===== config.mk =====
export PLATFORM = sky130hd
export DESIGN_NAME = pixel_fit_placer
export DESIGN_NICKNAME = d
export VERILOG_FILES = /design/src/rtl/core/pfp_pkg.sv /design/src/rtl/core/pfp_front.sv /design/src/rtl/core/pfp_queue.sv /design/src/rtl/core/pfp_back.sv /design/src/rtl/core/pixel_fit_placer.sv
export SDC_FILE = /design/constraint.sdc
export NUM_CORES = 1
export LEC_CHECK = 0
export BUFFER_PORTS_ARGS = -buffer_cell sky130_fd_sc_hd__clkbuf_2
export CAP_MARGIN = 40
export CORE_AREA = 2 2 268 204
export CTS_CLUSTER_SIZE = 20
export DETAILED_ROUTE_END_ITERATION = 6
export DIE_AREA = 0 0 270 206
export GPL_TIMING_DRIVEN = 1
export MAX_ROUTING_LAYER = met4
export PLACE_DENSITY = 0.82
export SYNTH_ARGS = -nofsm -noshare
export SYNTH_HDL_FRONTEND = slang
export SYNTH_SLANG_ARGS = --single-unit

===== constraint.sdc =====
create_clock -name clk -period 11.45 [get_ports clk]
set_clock_uncertainty 0.05 [all_clocks]
set_input_delay 2.29 -clock clk [delete_from_list [all_inputs] [get_ports clk]]
set_output_delay 2.29 -clock clk [all_outputs]
set_load 0.01 [all_outputs]

===== src/rtl/core/pfp_pkg.sv =====
`timescale 1ns / 1ps
// ----------------------------------------------------------------------------
// pfp_pkg
// Shared types and constants of the pixel fit placer: register indexes,
// reset values and the item that the queue carries from front to back.
// ----------------------------------------------------------------------------
package pfp_pkg;

	localparam int DIM_W   = 12;
	localparam int PIX_W   = 16;
	localparam int ADDR_W  = 16;
	localparam int ART_MAX = 1024;
	localparam int DST_W   = $clog2(ART_MAX);
	localparam int NUM_W   = DIM_W + $clog2(ART_MAX + 1);

	localparam logic REG_SOURCE_WIDTH  = 1'b0;
	localparam logic REG_SOURCE_HEIGHT = 1'b1;

	localparam logic [DIM_W-1:0] SOURCE_DIM_RESET = 12'd256;

	typedef struct packed {
		logic             centre;
		logic             ok_x;
		logic             ok_y;
		logic [DST_W-1:0] dst_x;
		logic [DST_W-1:0] dst_y;
		logic [NUM_W-1:0] num_x;
		logic [NUM_W-1:0] num_y;
		logic [PIX_W-1:0] pixel;
	} pfp_item_t;

	typedef struct packed {
		logic not_empty;
		logic full;
	} pfp_queue_status_t;

endpackage


===== src/rtl/core/pfp_front.sv =====
`timescale 1ns / 1ps
// ----------------------------------------------------------------------------
// pfp_front
// Classifies one source pixel: centring or scaling, source range checks,
// the centred destination and the scaled numerators for the divider.
// ----------------------------------------------------------------------------
module pfp_front #(
	parameter int ART_SIZE = 256
) (
	input  logic [pfp_pkg::DIM_W-1:0] source_width,
	input  logic [pfp_pkg::DIM_W-1:0] source_height,
	input  logic [pfp_pkg::DIM_W-1:0] src_x,
	input  logic [pfp_pkg::DIM_W-1:0] src_y,
	input  logic [pfp_pkg::PIX_W-1:0] pixel_in,
	output pfp_pkg::pfp_item_t        item
);
	import pfp_pkg::*;

	localparam int SW = DIM_W + 2;

	typedef struct packed {
		logic             in_frame;
		logic [DST_W-1:0] dst;
	} pfp_centre_t;

	function automatic pfp_centre_t centre_axis(input logic [DIM_W-1:0] src,
			input logic [DIM_W-1:0] dim);
		logic signed [SW-1:0] diff;
		logic signed [SW-1:0] off;
		logic signed [SW-1:0] dst;
		pfp_centre_t          res;
		diff = SW'(ART_SIZE) - signed'({2'b00, dim});
		off  = (diff + signed'(SW'(diff[SW-1]))) >>> 1;
		dst  = signed'({2'b00, src}) + off;
		res.in_frame = !dst[SW-1] && (dst < SW'(ART_SIZE));
		res.dst      = dst[DST_W-1:0];
		return res;
	endfunction

	pfp_centre_t cx;
	pfp_centre_t cy;
	logic        centre;
	logic        in_x;
	logic        in_y;

	assign centre = (source_width < DIM_W'(ART_SIZE)) || (source_height < DIM_W'(ART_SIZE));
	assign in_x   = src_x < source_width;
	assign in_y   = src_y < source_height;
	assign cx     = centre_axis(src_x, source_width);
	assign cy     = centre_axis(src_y, source_height);

	always_comb begin
		item.centre = centre;
		item.ok_x   = in_x && (!centre || cx.in_frame);
		item.ok_y   = in_y && (!centre || cy.in_frame);
		item.dst_x  = cx.dst;
		item.dst_y  = cy.dst;
		item.num_x  = NUM_W'(src_x) * NUM_W'(ART_SIZE);
		item.num_y  = NUM_W'(src_y) * NUM_W'(ART_SIZE);
		item.pixel  = pixel_in;
	end

endmodule


===== src/rtl/core/pfp_queue.sv =====
`timescale 1ns / 1ps
// ----------------------------------------------------------------------------
// pfp_queue
// Two-entry queue between the front and the back, one beat in (while not
// full) and one beat out (while not empty) per cycle.
// ----------------------------------------------------------------------------
module pfp_queue (
	input  logic                       clk,
	input  logic                       arst_n,
	input  logic                       push,
	input  pfp_pkg::pfp_item_t         item_in,
	input  logic                       pop,
	output pfp_pkg::pfp_item_t         head,
	output pfp_pkg::pfp_queue_status_t status
);
	import pfp_pkg::*;

	localparam int DEPTH = 2;
	localparam int PW    = $clog2(DEPTH);
	localparam int CW    = $clog2(DEPTH + 1);

	pfp_item_t       entry_q [DEPTH];
	logic [PW-1:0]   wr_ptr_q;
	logic [PW-1:0]   rd_ptr_q;
	logic [CW-1:0]   count_q;
	logic            do_push;
	logic            do_pop;

	assign status.not_empty = count_q != '0;
	assign status.full      = count_q == CW'(DEPTH);
	assign do_push          = push && !status.full;
	assign do_pop           = pop && status.not_empty;
	assign head             = entry_q[rd_ptr_q];

	always_ff @(posedge clk) begin
		if (do_push) begin
			entry_q[wr_ptr_q] <= item_in;
		end
	end

	always_ff @(posedge clk or negedge arst_n) begin
		if (!arst_n) begin
			wr_ptr_q <= '0;
			rd_ptr_q <= '0;
			count_q  <= '0;
		end else begin
			if (do_push) begin
				wr_ptr_q <= (wr_ptr_q == PW'(DEPTH - 1)) ? '0 : wr_ptr_q + 1'b1;
			end
			if (do_pop) begin
				rd_ptr_q <= (rd_ptr_q == PW'(DEPTH - 1)) ? '0 : rd_ptr_q + 1'b1;
			end
			case ({do_push, do_pop})
				2'b10:   count_q <= count_q + 1'b1;
				2'b01:   count_q <= count_q - 1'b1;
				default: count_q <= count_q;
			endcase
		end
	end

endmodule


===== src/rtl/core/pfp_back.sv =====
`timescale 1ns / 1ps
// ----------------------------------------------------------------------------
// pfp_back
// Pipelined restoring divider for both axes, one quotient bit per stage,
// then the destination select and the frame address.
// ----------------------------------------------------------------------------
module pfp_back #(
	parameter int ART_SIZE = 256
) (
	input  logic                       clk,
	input  logic                       arst_n,
	input  logic [pfp_pkg::DIM_W-1:0]  source_width,
	input  logic [pfp_pkg::DIM_W-1:0]  source_height,
	input  logic                       in_valid,
	input  pfp_pkg::pfp_item_t         item_in,
	output logic                       done,
	output logic                       write_enable,
	output logic [pfp_pkg::ADDR_W-1:0] frame_address,
	output logic [pfp_pkg::PIX_W-1:0]  pixel_out
);
	import pfp_pkg::*;

	localparam int QW = $clog2(ART_SIZE);

	pfp_item_t     item_s [QW+1];
	logic [QW-1:0] qx_s   [QW+1];
	logic [QW-1:0] qy_s   [QW+1];
	logic          vld_s  [QW+1];

	logic [QW-1:0] dx;
	logic [QW-1:0] dy;
	logic          hit;
	logic [31:0]   addr_wide;

	always_ff @(posedge clk) begin
		item_s[0] <= item_in;
		qx_s[0]   <= '0;
		qy_s[0]   <= '0;
	end

	always_ff @(posedge clk or negedge arst_n) begin
		if (!arst_n) begin
			vld_s[0] <= 1'b0;
		end else begin
			vld_s[0] <= in_valid;
		end
	end

	for (genvar k = 0; k < QW; k++) begin : g_step
		localparam int B = QW - 1 - k;
		logic [NUM_W-1:0] dvx;
		logic [NUM_W-1:0] dvy;
		logic             ge_x;
		logic             ge_y;
		pfp_item_t        nxt_item;

		assign dvx  = NUM_W'(source_width) << B;
		assign dvy  = NUM_W'(source_height) << B;
		assign ge_x = item_s[k].num_x >= dvx;
		assign ge_y = item_s[k].num_y >= dvy;

		always_comb begin
			nxt_item = item_s[k];
			if (ge_x) begin
				nxt_item.num_x = item_s[k].num_x - dvx;
			end
			if (ge_y) begin
				nxt_item.num_y = item_s[k].num_y - dvy;
			end
		end

		always_ff @(posedge clk) begin
			item_s[k+1] <= nxt_item;
			qx_s[k+1]   <= {qx_s[k][QW-2:0], ge_x};
			qy_s[k+1]   <= {qy_s[k][QW-2:0], ge_y};
		end

		always_ff @(posedge clk or negedge arst_n) begin
			if (!arst_n) begin
				vld_s[k+1] <= 1'b0;
			end else begin
				vld_s[k+1] <= vld_s[k];
			end
		end
	end

	assign dx        = item_s[QW].centre ? item_s[QW].dst_x[QW-1:0] : qx_s[QW];
	assign dy        = item_s[QW].centre ? item_s[QW].dst_y[QW-1:0] : qy_s[QW];
	assign hit       = item_s[QW].ok_x && item_s[QW].ok_y;
	assign addr_wide = 32'(dy) * 32'(ART_SIZE) + 32'(dx);

	always_ff @(posedge clk) begin
		write_enable  <= hit;
		frame_address <= hit ? addr_wide[ADDR_W-1:0] : '0;
		pixel_out     <= item_s[QW].pixel;
	end

	always_ff @(posedge clk or negedge arst_n) begin
		if (!arst_n) begin
			done <= 1'b0;
		end else begin
			done <= vld_s[QW];
		end
	end

endmodule


===== src/rtl/core/pixel_fit_placer.sv =====
`timescale 1ns / 1ps
// ----------------------------------------------------------------------------
// pixel_fit_placer
// Places one RGB565 source pixel into a square ART_SIZE frame, centred when
// a source side is shorter than the frame, else downscaled nearest-neighbor.
// ----------------------------------------------------------------------------
//  channel  | ports                                   | handshake
//  ---------+-----------------------------------------+------------------------
//  pixel in | src_x, src_y, pixel_in                  | start high, busy low
//  result   | write_enable, frame_address, pixel_out  | done, one cycle
//  config   | cfg_write, cfg_index, cfg_data          | cfg_write, no wait
//
// One beat accepted per cycle; each result passes the queue, the divider input
// register, the one-bit-per-stage divider pipeline and the output registers.
// Reset clears the pipeline valid flags and the queue and sets both dimensions to 256.
// The receiver cannot stall; the queue drains every cycle, so busy stays low.
// ----------------------------------------------------------------------------
module pixel_fit_placer #(
	parameter int ART_SIZE = 256
) (
	input  logic                       clk,
	input  logic                       arst_n,
	input  logic                       cfg_write,
	input  logic                       cfg_index,
	input  logic [pfp_pkg::DIM_W-1:0]  cfg_data,
	input  logic                       start,
	output logic                       busy,
	input  logic [pfp_pkg::DIM_W-1:0]  src_x,
	input  logic [pfp_pkg::DIM_W-1:0]  src_y,
	input  logic [pfp_pkg::PIX_W-1:0]  pixel_in,
	output logic                       done,
	output logic                       write_enable,
	output logic [pfp_pkg::ADDR_W-1:0] frame_address,
	output logic [pfp_pkg::PIX_W-1:0]  pixel_out
);
	import pfp_pkg::*;

	logic [DIM_W-1:0]  source_width_q;
	logic [DIM_W-1:0]  source_height_q;
	pfp_item_t         front_item;
	pfp_item_t         head;
	pfp_queue_status_t qstat;

	always_ff @(posedge clk or negedge arst_n) begin
		if (!arst_n) begin
			source_width_q  <= SOURCE_DIM_RESET;
			source_height_q <= SOURCE_DIM_RESET;
		end else if (cfg_write) begin
			unique case (cfg_index)
				REG_SOURCE_WIDTH:  source_width_q  <= cfg_data;
				REG_SOURCE_HEIGHT: source_height_q <= cfg_data;
			endcase
		end
	end

	assign busy = qstat.full;

	pfp_front #(
		.ART_SIZE(ART_SIZE)
	) u_front (
		.source_width (source_width_q),
		.source_height(source_height_q),
		.src_x        (src_x),
		.src_y        (src_y),
		.pixel_in     (pixel_in),
		.item         (front_item)
	);

	pfp_queue u_queue (
		.clk    (clk),
		.arst_n (arst_n),
		.push   (start && !busy),
		.item_in(front_item),
		.pop    (qstat.not_empty),
		.head   (head),
		.status (qstat)
	);

	pfp_back #(
		.ART_SIZE(ART_SIZE)
	) u_back (
		.clk          (clk),
		.arst_n       (arst_n),
		.source_width (source_width_q),
		.source_height(source_height_q),
		.in_valid     (qstat.not_empty),
		.item_in      (head),
		.done         (done),
		.write_enable (write_enable),
		.frame_address(frame_address),
		.pixel_out    (pixel_out)
	);

endmodule

# [Word level (Yosys, flattened, before mapping)]
# Memories as Yosys holds them, arrays and structs flattened.
# Index checks and enable logic that the tools add are counted.
[totals] register_bits=71 ram_bits=1035 inputBits=57 output_inout_bits=35 wordCells=116 memories=4
[memory_table] memory="u_back.item_s" depth=9 width=85 read_ports=9 rd_clocked_by_memory_dff=0 wr=9 line="pfp_back.sv:25" rtl="pfp_item_t item_s [QW+1];"
[memory_table] memory="u_queue.entry_q" depth=2 width=63 read_ports=1 rd_clocked_by_memory_dff=0 wr=1 line="pfp_queue.sv:22" rtl="pfp_item_t entry_q [DEPTH];"
[memory_table] memory="u_back.qx_s" depth=9 width=8 read_ports=9 rd_clocked_by_memory_dff=0 wr=9 line="pfp_back.sv:26" rtl="logic [QW-1:0] qx_s [QW+1];"
[memory_table] memory="u_back.qy_s" depth=9 width=8 read_ports=9 rd_clocked_by_memory_dff=0 wr=9 line="pfp_back.sv:27" rtl="logic [QW-1:0] qy_s [QW+1];"
[op_classes] n_addsub=27 order_cmp=22 eq_ne=3 n_mux=23 bitwise=1 n_reduce_logical=18
[ops] operator="23-bit 2-to-1 mux" n=16
[ops] operator="23-bit by 12-bit >= comparator with 1-bit output" n=2
[ops] operator="23-bit by 13-bit >= comparator with 1-bit output" n=2
[ops] operator="23-bit by 14-bit >= comparator with 1-bit output" n=2
[ops] operator="23-bit by 15-bit >= comparator with 1-bit output" n=2
[ops] operator="23-bit by 16-bit >= comparator with 1-bit output" n=2
[ops] operator="23-bit by 17-bit >= comparator with 1-bit output" n=2
[ops] operator="23-bit by 18-bit >= comparator with 1-bit output" n=2
[ops] operator="23-bit by 19-bit >= comparator with 1-bit output" n=2
[ops] operator="23-bit by 12-bit subtractor with 23-bit output" n=2
[ops] operator="23-bit by 13-bit subtractor with 23-bit output" n=2
[ops] operator="23-bit by 14-bit subtractor with 23-bit output" n=2
[ops] operator="23-bit by 15-bit subtractor with 23-bit output" n=2
[ops] operator="23-bit by 16-bit subtractor with 23-bit output" n=2
[ops] operator="23-bit by 17-bit subtractor with 23-bit output" n=2
[ops] operator="23-bit by 18-bit subtractor with 23-bit output" n=2
[ops] operator="23-bit by 19-bit subtractor with 23-bit output" n=2
[ops] operator="13-bit by 13-bit adder with 14-bit output" n=2
[ops] operator="13-bit by 2-bit adder with 14-bit output" n=2
[ops] operator="14-bit by 10-bit less-than comparator with 1-bit output, second input constant" n=2
[ops] operator="9-bit by 12-bit subtractor with 13-bit output, first input constant" n=2
[ops] operator="12-bit less-than comparator" n=2
[ops] operator="12-bit by 9-bit less-than comparator with 1-bit output, second input constant" n=2
[ops] operator="16-bit by 8-bit adder with 16-bit output" n=1
[ops] operator="other kinds (14)" n=33

# [Longest topological paths before layout]
[depth] ltp_word=7 mapped_depth=22 depth_no_buf=20

# [Modules after synthesis]
# Synthesis repeated with hierarchy kept, for this count alone.
[hier_totals] hier_cells=3426 hier_area_um2=39355.2
[modules_own_cells] module="pfp_back" n_inst=1 cells_each=2660 area_per_inst_um2=28731.3
[modules_own_cells] module="pfp_queue" n_inst=1 cells_each=283 area_per_inst_um2=6535.0
[modules_own_cells] module="pfp_front" n_inst=1 cells_each=430 area_per_inst_um2=3126.7
[modules_own_cells] module="pixel_fit_placer" n_inst=1 cells_each=53 area_per_inst_um2=962.2

# [Least setup slack after synthesis]
# OpenSTA, ideal clock, no wires.
[synth_timing] kind="input -> register" start="input start" end="memory u_queue.entry_q[0][0] in the netlist's numbering (enable)" setup_ns=0.476 arrival_ns=4.854 required_ns=10.924 slack_ns=6.070 stages=2 cell_sequence="nand2_1 > nor2_1"
[synth_between] elab_chain_cells=4
[synth_lines] element="start: declaration" line="pixel_fit_placer.sv:26" rtl="input logic start,"
[synth_lines] element="1-bit logical AND" line="pixel_fit_placer.sv:72" rtl=".push (start && !busy),"
[synth_lines] element="1-bit logical AND" line="pfp_queue.sv:31" rtl="assign do_push = push && !status.full;"
[synth_lines] element="1-bit 2-to-1 mux" line="pfp_queue.sv:36" rtl="if (do_push) begin"
[synth_lines] element="1-bit 2-to-1 mux (implied by the code)" line="pfp_queue.sv:37" rtl="entry_q[wr_ptr_q] <= item_in;"
[synth_lines] element="end: declaration" line="pfp_queue.sv:22"
# Every way passes these cells.

==> metrics.txt <==
initial drt markers=1937; Slew Limit Fails=0; H-tree depth=3; final hold vios=0; Most used DFF post-synth=dfxtp_1; antenna-violating nets left=0; Synth Cell Area=0.03420 mm^2; Synth cell types=86; Peak Freq=between 150 and 200 MHz; setup_tns=0 ns; # nets final=3560; Worst IR Drop VDD=0.3761 mV; core area=approximately 0.053 mm^2; Post-synth EDFFs=118; I/O Buffers=roughly 90; clock buffer count from CTS=78; share of cells above drive strength 1=between 10% and 20%; Syn Inst Count=3109; FF-to-FF setup slack=between 5 and 6 ns; GRT Total Usage=a little over a quarter; Fill cells=~3600; first-pass GRT wire length=around 120000 um; Pleak=15.98 nW; worst skew pair latency=0.65 ns; # IOs=92; drt pass-1 iters=5; Final setup viols=0; unrepaired setup endpoints after global routing=false; footprint of the multi-input gates=0.01488 mm^2; status=finished clean; Hold Path Origin=u_back.item_s[0][254]$_DFF_P_; CP Capture Type=register; hold_buf cts=0; CTS Buffer Depth=3; Cell Pwr Density=331.1 mW/mm^2; RD Place Congestion=approximately 0.99; detailed-placement wirelength estimate=~52000 um; #FFs+latches synth=866; Min-Delay Path Class=reg -> reg; Die Ht=206 um; final WL=between 70000 and 80000 um; initial antenna violation count=3; Reg-to-Reg End=u_queue.entry_q[0][61]$_DFFE_PP_; DRC=0; largest net degree at the start of global routing=60; Die X=270 um; Synth warnings=0; relative slew slack=37.80%; min Tclk post-route=5.711 ns; vias in the first global route=23060; GR Overflow Total=0; Routed WL per cell=18.53 um; std cell rows=74; CP startpoint kind=register; Post-Place Cells=3886; maxcap violations=0; CTS resizes=0; register area=0.01871 mm^2; area grow syn2layout=12.35%; sequential-to-total area share from yosys stat=54.71%; clk sinks=866; area post-placement=0.03561 mm^2; Via density=5.802; clock root cell=clkbuf_16; Critical Path RT=roughly 12 ns; final non-filler cell total=around 4000; Synth Area per Inst=11.00 um^2; async set-reset flop share out of synthesis=under 10%; fin area=0.03843 mm^2; vias=23390; Endpoint, Worst Hold=u_back.item_s[0][339]$_DFF_P_; Worst-Margin Slew=0.9330 ns; CTS tree=built; clock-pin slew on the worst setup and hold paths=0.07 ns; Setup Fix Bufs, Post-CTS=0; Initial Util=64.02%; WHS Path Cells=0; crit-path max FO=11; Hold WS=around 0.26 ns; full die area=about 0.056 mm^2; WP data arrival=between 6 and 7 ns; synthesized net count=~3400; Critical R2R Launch=source_width_q[1]$_DFFE_PN0P_; CP Class=reg -> reg; period utilization=49.88%; Worst Reg-to-Reg Cells=20
[power by group]
group	switching, W	leakage [nW]	internal (W)
Sequential	0.000620	7.50	0.00452
Combinational	0.00272	7.11	0.00211
Clock	0.00118	1.38	0.00158
[layer usage]
metal / GRT usage [%] / routed length, um
met5: - / 0
met4: 8.373 / 1892
met3: 5.635 / 5148
met2: 44.41 / 34660
met1: 35.04 / 33030
[stage by stage]
| stage | total power [W] | util, % | setup WS (ns) |
|---|---|---|---|
| 5_1_grt | 0.01350 | 71.93 | 5.242 |
| 6_report | 0.01272 | 71.93 | 5.739 |
| 2_1_floorplan | 0.008560 | - | 6.070 |
| 4_1_cts | 0.01270 | 71.91 | 5.774 |
| 3_3_place_gp | 0.009541 | 66.38 | 6.047 |
| 3_5_place_dp | 0.009851 | 66.65 | 5.799 |
[worst max path at each step]
stage	cells past startpoint	from	to	slack, ns
4_1_cts	20	source_width_q[1]$_DFFE_PN0P_	u_queue.entry_q[0][61]$_DFFE_PP_	5.77
3_3_place_gp	20	source_width_q[1]$_DFFE_PN0P_	u_queue.entry_q[0][61]$_DFFE_PP_	6.05
6_report	20	source_width_q[1]$_DFFE_PN0P_	u_queue.entry_q[0][61]$_DFFE_PP_	5.74
5_1_grt	20	source_width_q[1]$_DFFE_PN0P_	u_queue.entry_q[0][61]$_DFFE_PP_	5.24
2_1_floorplan	2	start	u_queue.entry_q[0][0]$_DFFE_PP_	6.07
3_5_place_dp	20	source_width_q[1]$_DFFE_PN0P_	u_queue.entry_q[0][61]$_DFFE_PP_	5.80
[critical path, cell delays in order, from the launching register on]
cell and delay (ns):
dfrtp_1 0.60, inv_1 0.48, ha_1 0.47, nand3_1 0.26, a21boi_0 0.48, nor2_1 0.09
ha_1 0.26, a21oi_1 0.14, nor2_1 0.06, a21oi_1 0.14, o21ai_0 0.13, xnor2_1 0.21
ha_1 0.30, o21ai_0 0.09, nor2_1 0.09, o21a_1 0.21, o41ai_2 0.30, o21ai_0 0.21
or3_1 0.38, a221o_1 0.34, a221oi_2 0.25
[logic make-up (layout without fill, tap and decap cells)]
| kind of cell | count (synthesis) | count (layout) | synth area share [%] |
|---|---|---|---|
| xor gates and xnor gates | 247 | 247 | 6.325 |
| adders and majority gates | 259 | 259 | 9.826 |
| muxes | 121 | 121 | 3.907 |
| DFF | 866 | 866 | 54.71 |
| and+or+nand+nor | 851 | 851 | 12.46 |
| buffers and inverters | 163 | 361 | 1.855 |
| other | 0 | 3 | 0 |
| AOI/OAI and AO/OA | 602 | 602 | 10.92 |
[layout by cell type, fill, tap and decap left out, types with 91 or more instances in the layout]
cell type and count:
edfxtp_1 118, ha_1 243, nand2_1 182, nor2_1 231, o21ai_0 172, mux2_2 100
xnor2_1 155, xor2_1 92, a21oi_1 177, dfxtp_1 710, clkbuf_2 91, inv_1 101
[cells in the mapped netlist (all sizes together) (6+ instances only)]
cell type | n | area share, %
a211oi | 23 | 0.50
a21boi | 14 | 0.31
a21o | 41 | 0.90
a21oi | 178 | 2.6
a31o | 11 | 0.28
a31oi | 23 | 0.42
and2 | 12 | 0.22
and3 | 21 | 0.38
buf | 13 | 0.21
clkbuf | 48 | 0.53
dfrtp | 36 | 2.6
dfxtp | 710 | 42
edfxtp | 118 | 10
fa | 16 | 0.94
ha | 243 | 8.9
inv | 101 | 1.1
mux2 | 100 | 3.3
mux2i | 21 | 0.61
nand2 | 182 | 2.0
nand2b | 56 | 1.0
nand3 | 57 | 0.83
nand3b | 12 | 0.26
nand4 | 41 | 0.75
nand4b | 6 | 0.15
nor2 | 233 | 2.6
nor2b | 44 | 0.80
nor3 | 70 | 1.1
nor4 | 33 | 0.60
o2111ai | 7 | 0.18
o211ai | 9 | 0.20
o21a | 37 | 0.81
o21ai | 176 | 2.6
o21bai | 11 | 0.24
o31ai | 14 | 0.31
o41ai | 9 | 0.25
or2 | 19 | 0.35
or3 | 31 | 0.58
or4 | 13 | 0.29
xnor2 | 155 | 4.0
xor2 | 92 | 2.4
[area by class of cell]
type / count / share of cell area, %
Clock inverter: 37 / 1.355
Tap cell: 722 / 2.351
Antenna cell: 3 / 0.01954
Clock buffer: 106 / 5.965
Inverter: 102 / 0.9964
Sequential cell: 866 / 48.69
Multi-Input combinational cell: 2080 / 38.73
Timing Repair Buffer: 116 / 1.889
[sequential cells by signal, summed over array words and instances (netlist names)]
| name | flops |
|---|---|
| u_back.qy_s | 36 |
| source_height_q | 12 |
| u_back.item_s | 605 |
| u_back.write_enable | 1 |
| u_queue.wr_ptr_q | 1 |
| u_back.vld_s | 9 |
| u_back.frame_address | 16 |
| u_queue.rd_ptr_q | 1 |
| u_back.pixel_out | 16 |
| u_back.qx_s | 36 |
| u_back.done | 1 |
| u_queue.entry_q | 118 |
| u_queue.count_q | 2 |
| source_width_q | 12 |
No activity file was read; power rests on OpenSTA's default activity.
